[config.mk]
export PLATFORM = sky130hd
export DESIGN_NAME = tgi_blend
export DESIGN_NICKNAME = d
export VERILOG_FILES = /design/src/hdl/tgi_pkg.sv /design/src/hdl/tgi_blend.sv
export SDC_FILE = /design/constraint.sdc
export NUM_CORES = 2
export LEC_CHECK = 0
export BUFFER_PORTS_ARGS = -buffer_cell sky130_fd_sc_hd__clkbuf_2
export CAP_MARGIN = 30
export CORE_ASPECT_RATIO = 0.5
export CORE_UTILIZATION = 40
export CTS_CLUSTER_DIAMETER = 30
export CTS_CLUSTER_SIZE = 30
export DETAILED_ROUTE_END_ITERATION = 10
export HOLD_SLACK_MARGIN = 0.08
export PLACE_DENSITY = 0.65
export REMOVE_ABC_BUFFERS = 1
export SYNTH_ARGS = -nofsm -noshare
export SYNTH_HDL_FRONTEND = slang
export SYNTH_SLANG_ARGS = --single-unit
[constraint.sdc]
create_clock -name clk -period 7.15 [get_ports clk]
set_input_delay 1.43 -clock clk [delete_from_list [all_inputs] [get_ports clk]]
set_output_delay 1.43 -clock clk [all_outputs]
set_load 0.01 [all_outputs]
[src/hdl/tgi_pkg.sv]
// Shared constants, register codes and inter-stage types of the trilinear grid interpolator.
package tgi_pkg;

	localparam int unsigned TABLE_DEPTH = 65536;
	localparam int unsigned ADDR_W      = $clog2(TABLE_DEPTH);
	// Wide enough for any corner address the grid registers can form.
	localparam int unsigned FULL_ADDR_W = 40;
	localparam logic [FULL_ADDR_W-1:0] DEPTH_FULL = FULL_ADDR_W'(TABLE_DEPTH);

	localparam int unsigned CFG_IDX_W  = 4;
	localparam int unsigned CFG_DATA_W = 26;

	localparam logic CMD_LOAD  = 1'b0;
	localparam logic CMD_QUERY = 1'b1;

	typedef enum logic [CFG_IDX_W-1:0] {
		REG_LON_ORIGIN  = 4'd0,
		REG_LAT_ORIGIN  = 4'd1,
		REG_AZI_ORIGIN  = 4'd2,
		REG_GRID_INV    = 4'd3,
		REG_AZI_INV     = 4'd4,
		REG_LON_COUNT   = 4'd5,
		REG_LAT_COUNT   = 4'd6,
		REG_AZI_COUNT   = 4'd7
	} cfg_reg_t;

	typedef struct packed {
		logic signed [25:0] lon_origin;
		logic signed [23:0] lat_origin;
		logic [24:0]        azi_origin;
		logic [23:0]        grid_step_inverse;
		logic [23:0]        azi_step_inverse;
		logic [12:0]        lon_count;
		logic [12:0]        lat_count;
		logic [12:0]        azi_count;
		logic [25:0]        plane;      // lat_count * lon_count
	} cfg_t;

	// One item as it leaves the index pipeline.
	typedef struct packed {
		logic        cmd;
		logic [15:0] load_index;
		logic [15:0] load_value;
		logic        ok;
		logic [11:0] o0;
		logic [11:0] o1;
		logic [25:0] tt0;
		logic [25:0] tt1;
		logic [38:0] ta0;
		logic [38:0] ta1;
		logic [15:0] fo;
		logic [15:0] ft;
		logic [15:0] fa;
	} query_t;

	// One corner read, aligned with the table read data.
	typedef struct packed {
		logic        last;
		logic        bad;
		logic [16:0] wa;
		logic [33:0] wot;
	} corner_t;

	typedef struct packed {
		logic [15:0] land_fraction;
		logic        in_grid;
	} result_t;

endpackage

[src/hdl/tgi_blend.sv]
// Blend pipeline: weights each corner word, accumulates eight terms and rounds.
module tgi_blend (
	input  logic             clk,
	input  logic             arst_n,
	input  logic             c_valid,
	input  tgi_pkg::corner_t c,
	input  logic [15:0]      rd_data,
	output logic             r_valid,
	output tgi_pkg::result_t r
);

	logic        v_s7, v_s8, v_s9, done_s10, r_valid_s11;
	logic        last_s7, last_s8, last_s9;
	logic        bad_s7, bad_s8, bad_s9, bad_s10;
	logic [33:0] wot_s7;
	logic [32:0] m_s7, m_s8;
	logic [16:0] wothi_s8;
	logic [49:0] pl_s8, pl_s9, ph_s9;
	logic [63:0] acc_q, term, rounded;
	logic        first_q;
	tgi_pkg::result_t r_s11;

	assign term    = {14'b0, pl_s9} + {ph_s9[46:0], 17'b0};
	assign rounded = acc_q + 64'h0000_8000_0000_0000;

	always_ff @(posedge clk or negedge arst_n) begin
		if (!arst_n) begin
			v_s7        <= 1'b0;
			v_s8        <= 1'b0;
			v_s9        <= 1'b0;
			done_s10    <= 1'b0;
			r_valid_s11 <= 1'b0;
			first_q     <= 1'b1;
		end else begin
			v_s7        <= c_valid;
			v_s8        <= v_s7;
			v_s9        <= v_s8;
			done_s10    <= v_s9 && last_s9;
			r_valid_s11 <= done_s10;
			if (v_s9) begin
				first_q <= last_s9;
			end
		end
	end

	always_ff @(posedge clk) begin
		if (c_valid) begin
			m_s7    <= rd_data * c.wa;
			wot_s7  <= c.wot;
			last_s7 <= c.last;
			bad_s7  <= c.bad;
		end
		if (v_s7) begin
			pl_s8    <= m_s7 * wot_s7[16:0];
			m_s8     <= m_s7;
			wothi_s8 <= wot_s7[33:17];
			last_s8  <= last_s7;
			bad_s8   <= bad_s7;
		end
		if (v_s8) begin
			ph_s9   <= m_s8 * wothi_s8;
			pl_s9   <= pl_s8;
			last_s9 <= last_s8;
			bad_s9  <= bad_s8;
		end
		if (v_s9) begin
			acc_q   <= (first_q ? 64'd0 : acc_q) + term;
			bad_s10 <= bad_s9;
		end
		if (done_s10) begin
			r_s11.land_fraction <= bad_s10 ? 16'd0 : rounded[63:48];
			r_s11.in_grid       <= !bad_s10;
		end
	end

	assign r_valid = r_valid_s11;
	assign r = r_s11;

endmodule

-- Word level (Yosys, flattened, before mapping)
Index checks and enable logic that the tools add are counted.
- word-level logic and storage cells: 32
- flip-flop bits (word level): 358
- bits of input ports: 72
- output and inout port bits: 18
- $add $sub $neg: 3
- reduce and logical (&&, ||, !) cells: 2
- mux-type cells: 1
- multipliers: 3
- operators with widths (operator ; number):
    $add A50 B64 Y64 ; 1
    $add A64 B48 Y64 const B ; 1
    $add A64 B64 Y64 ; 1
    $mux W64 ; 1
    $mul A33 B17 Y50 ; 1
    $mul A33 B17 Y47 ; 1
    $mul A16 B17 Y33 ; 1
    $logic_and A1 B1 Y1 ; 1
    $logic_not A1 Y1 ; 1

-- Logic depth before layout (Yosys ltp)
- word-level depth: 2
- depth in mapped cells: 25
- gate-level depth less buffers: 23

-- Worst setup path after synthesis
Ideal clock, no wire load.
- path kind: input port to flip-flop
- start: input rd_data[4]
- end: register m_s7[26], data pin
- data required time: 6.892 ns
- setup slack: -0.150 ns
- library setup time: 0.258 ns
- stages: 24
- arrival: 7.043 ns
- cells stage by stage: clkbuf_1 -> clkbuf_1 -> nand2_1 -> fa_1 -> inv_1 -> fa_1 -> inv_1 -> fa_1 -> inv_1 -> fa_1 -> inv_1 -> fa_1 -> inv_1 -> fa_1 -> ha_1 -> nand3_1 -> o221ai_1 -> a21oi_1 -> o31ai_2 -> a31oi_1 -> o31a_1 -> or3b_1 -> a21oi_1 -> xnor2_1
- cells in the longest elaborated chain, start to end: 1
- RTL lines (element ; line ; text):
    from (decl) ; tgi_blend.sv:7 ; input logic [15:0] rd_data,
    $mul A16 B17 Y33 ; tgi_blend.sv:48 ; m_s7 <= rd_data * c.wa;
    to (signal assigned) ; tgi_blend.sv:48 ;
    to (decl) ; tgi_blend.sv:16 ; logic [32:0] m_s7, m_s8;
No other way between the ends.
A chain may end at the register's enable or synchronous reset.

-- Worst setup path in the final report
- start: register wothi_s8[11]
- end: register ph_s9[40], data pin
- cells in the longest elaborated chain, start to end: 1
- RTL lines (element ; line ; text):
    from (decl) ; tgi_blend.sv:17 ; logic [16:0] wothi_s8;
    from (signal assigned) ; tgi_blend.sv:56 ; wothi_s8 <= wot_s7[33:17];
    $mul A33 B17 Y47 ; tgi_blend.sv:61 ; ph_s9 <= m_s8 * wothi_s8;
    to (signal assigned) ; tgi_blend.sv:61 ;
    to (decl) ; tgi_blend.sv:18 ; logic [49:0] pl_s8, pl_s9, ph_s9;
No other way between the ends.

==> impl_metrics.tcl <==
set metrics [dict create \
    status "complete, no violations" \
    final.period_utilization 0.969 \
    tritoncts "done" \
    synth-seq-cells 358 \
    grt_first_pass_wirelength_um 241000 \
    detailedRoute.firstPassIterationCount 7 \
    totalWireLength_um 148000 \
    area.growth.synth_to_final_pct 11.4 \
    ys_seq_area_frac 0.178 \
    grt_max_degree 71 \
    critical_path.cell_chain "buf_4, nand2_1, fa_1, inv_1, fa_1, fa_1, fa_1, fa_1, inv_1, fa_1, inv_1, ha_1, a211oi_1, o21ai_0, o211ai_1, a21oi_1, a211oi_2, buf_4, nor3_1, o41ai_2, or4_1, o211a_1" \
    worst-slew-pin-transition_ns 1.04 \
    synthesis.area_per_instance_um2 9.62 \
    hold-path-cell-count 0 \
    cp.arrival_ns 7.32 \
    finalNonFillerCells 8484 \
    worstSkewPairLatency_ns 0.68 \
    worst-path-max-fanout 14 \
    floorplan.core_area_um2 149000 \
    rsz_0062_raised_after_global_routing "no" \
    grtUsageTotal 0.200 \
    design_area_um2 66900 \
    muxShareOfSynthArea 0.000354 \
    r2r.worst_path.cells 22 \
    die_h_um 276 \
    dr_vias 42300 \
    dp.final_hpwl_um 121000 \
    num_io_pins 90 \
    fmax_mhz 144 \
    grt_remaining_overflow 0 \
    rows 100 \
    route.detailed.wl_per_inst_um 17.4 \
    path_class "reg2reg" \
    drv.max_cap_violation_count 0 \
    finalMaxSlewViolations 0 \
    grt_pass1_vias 44500 \
    synth_top_area_share 0.389 \
    placement.cell_area_um2 64500 \
    most_numerous_cell_on_the_critical_path "fa_1" \
    yosys-top-cells-area "fa_1, edfxtp_1, ha_1" \
    commonest_register_cell_after_synthesis "edfxtp_1" \
    crit_path_start_kind "flip-flop" \
    crit_path_max_incr_delay_ns 0.80 \
    placedCellCount 8347 \
    timing.clock.skew_ns 0.0423 \
    reg2reg_setup_slack_ns 0.22 \
    synth-warning-count 0 \
    htree_levels 3 \
    dominant_combinational_cell_family_by_area_after_synthesis "adder cells" \
    synthArstFlopShare 0.0168 \
    cts_made_buffers 70 \
    cp-end-kind "flip-flop" \
    synthDistinctLibCells 87 \
    post-synth-top-area-cell "fa_1" \
    hold_path_startpoint "pl_s8[40]" \
    min_to "pl_s9[40]" \
    synth_enable_flop_cells 352 \
    drt_drc_violations_left 0 \
    buffer_ports.inserted 89 \
    syn-instance-count 6246 \
    initial_utilization 0.404 \
    cts-hold-fix-buffers 0 \
    cts.sink_count 358 \
    finish.net_count 8108 \
    chipWidth_um 550 \
    synthesis.area_um2 60100 \
    ctsRootBufferMaster "clkbuf_16" \
    setup_ws_ns 0.222 \
    layout_min_cycle_time_ns 6.93 \
    die-area_um2 152000 \
    viasPerCell 4.99 \
    hold_class "reg2reg" \
    clk_path_buf_depth 3 \
    number_of_antenna_violations_at_the_first_check_in_global_routing 6 \
    drive_gt1_frac 0.0807 \
    synth-adder-area-share 0.479 \
    slowest_stage "edfxtp_1" \
    r2r-start "wothi_s8[11]" \
    final_hold_viol_count 0 \
    fillers 14100 \
    area_share_of_and_or_nand_nor_cells_after_synthesis 0.152 \
    antenna_violating_nets_post_route 0 \
    yosys.area_share.xor_xnor 0.0259 \
    gpl.final_weighted_congestion 0.888 \
    post_synthesis_compound_gate_area_fraction 0.0625 \
    worst_slew_margin_rel 0.305 \
    cts.reportedPaths.clkPinSlew_ns 0.05 \
    place_ws_ns -0.169 \
    rr_endpoint "ph_s9[40]" \
    critical_path_data_required_time_ns 7.55 \
    drt-initial-drc-count 3048 \
    finalSetupViolCount 0 \
]
[worst max path at each step]
stage                      start        end  slack, ns  depth (start not counted)
floorplan             rd_data[1]   m_s7[26]       0.34                         22
global placement           c[47]   m_s7[32]      -0.08                         23
detailed placement         c[47]   m_s7[32]      -0.17                         23
CTS                  wothi_s8[5]  ph_s9[45]       0.16                         22
global route         wothi_s8[6]  ph_s9[40]     0.0008                         22
finish              wothi_s8[11]  ph_s9[40]       0.22                         22
[layer usage]
| layer | GRT usage | share of wire |
|---|---|---|
| met1 | 0.291 | 0.47 |
| met4 | 0.0415 | 0.020 |
| met5 | 0 | 0 |
| met3 | 0.0409 | 0.078 |
| met2 | 0.308 | 0.43 |
[sequential cells by signal (all words and copies together) (netlist names), 17 cells and up]
signal	count
acc_q	64
pl_s8	50
pl_s9	50
ph_s9	47
wot_s7	34
m_s7	33
m_s8	33
r	17
wothi_s8	17
[cell type report]
type | count | area [um^2] | area share
repair buffers | 371 | 2950 | 0.0440
inverters | 1393 | 5230 | 0.0781
multi-input cells | 4245 | 43200 | 0.645
clock buffers | 76 | 1770 | 0.0265
well taps | 1989 | 2490 | 0.0372
diodes | 1 | 2.50 | 0.0000374
flip-flops and latches | 358 | 10700 | 0.160
clock inverters | 51 | 568 | 0.00849
[metrics by stage]
step	hold WS, ns	utilization	TNS (ns)
final	0.385	0.450	0
after floorplan	0.400	-	0
after global routing	0.405	0.450	0
after CTS	0.394	0.449	0
after global placement	0.401	0.433	-0.194
after detailed placement	0.405	0.433	-0.451
[what timing repair did]
action	CTS	global route
setup endpoints to repair	0	10
gates resized for setup	0	2
buffers inserted	0	8
[worst max-delay path, delay by kind of cell, from the launching register on]
family	cells	cell delay, ns
AOI/OAI and AO/OA	7	1.04
buffers and inverters	5	0.59
DFF	1	0.80
adders and majority gates	7	3.35
and+or+nand+nor	3	0.88
[cell usage after synthesis (80+ instances only)]
master	n
a21o_1	85
xnor2_1	116
ha_1	429
nor2b_1	80
inv_1	1393
clkbuf_1	249
nor2_1	142
nand2_1	972
and2_1	523
o21ai_0	93
fa_1	1168
a21oi_1	169
edfxtp_1	352
[placed cells by master (no fill, tap or decap), types with 14 or more instances in the layout]
cell	instances
a21o_1	85
xnor2_1	116
clkbuf_2	88
and2_1	523
clkbuf_16	70
a21oi_1	169
ha_1	429
a31oi_1	19
fa_1	1168
nand2b_1	21
nand3_1	52
buf_4	253
nand4_1	19
nor2b_1	80
o21a_1	18
inv_1	1393
nor3_1	35
nand2_1	972
a211oi_1	25
xor2_1	62
nor2_1	142
o21ai_0	93
buf_12	29
and3_1	18
edfxtp_1	352
o31ai_1	14
o21bai_1	32
[kinds of logic after synthesis]
kind of cell | after synthesis
XOR/XNOR | 178
AO/OA/AOI/OAI | 560
adder cells (fa/ha/maj) | 1597
multiplexers | 2
AND/OR/NAND/NOR | 1908
buffers and inverters | 1643
flip-flops | 358
Power is left out: the tool's default activity adds up to more than one toggle a clock period on the data nets, which glitch-free logic cannot reach.
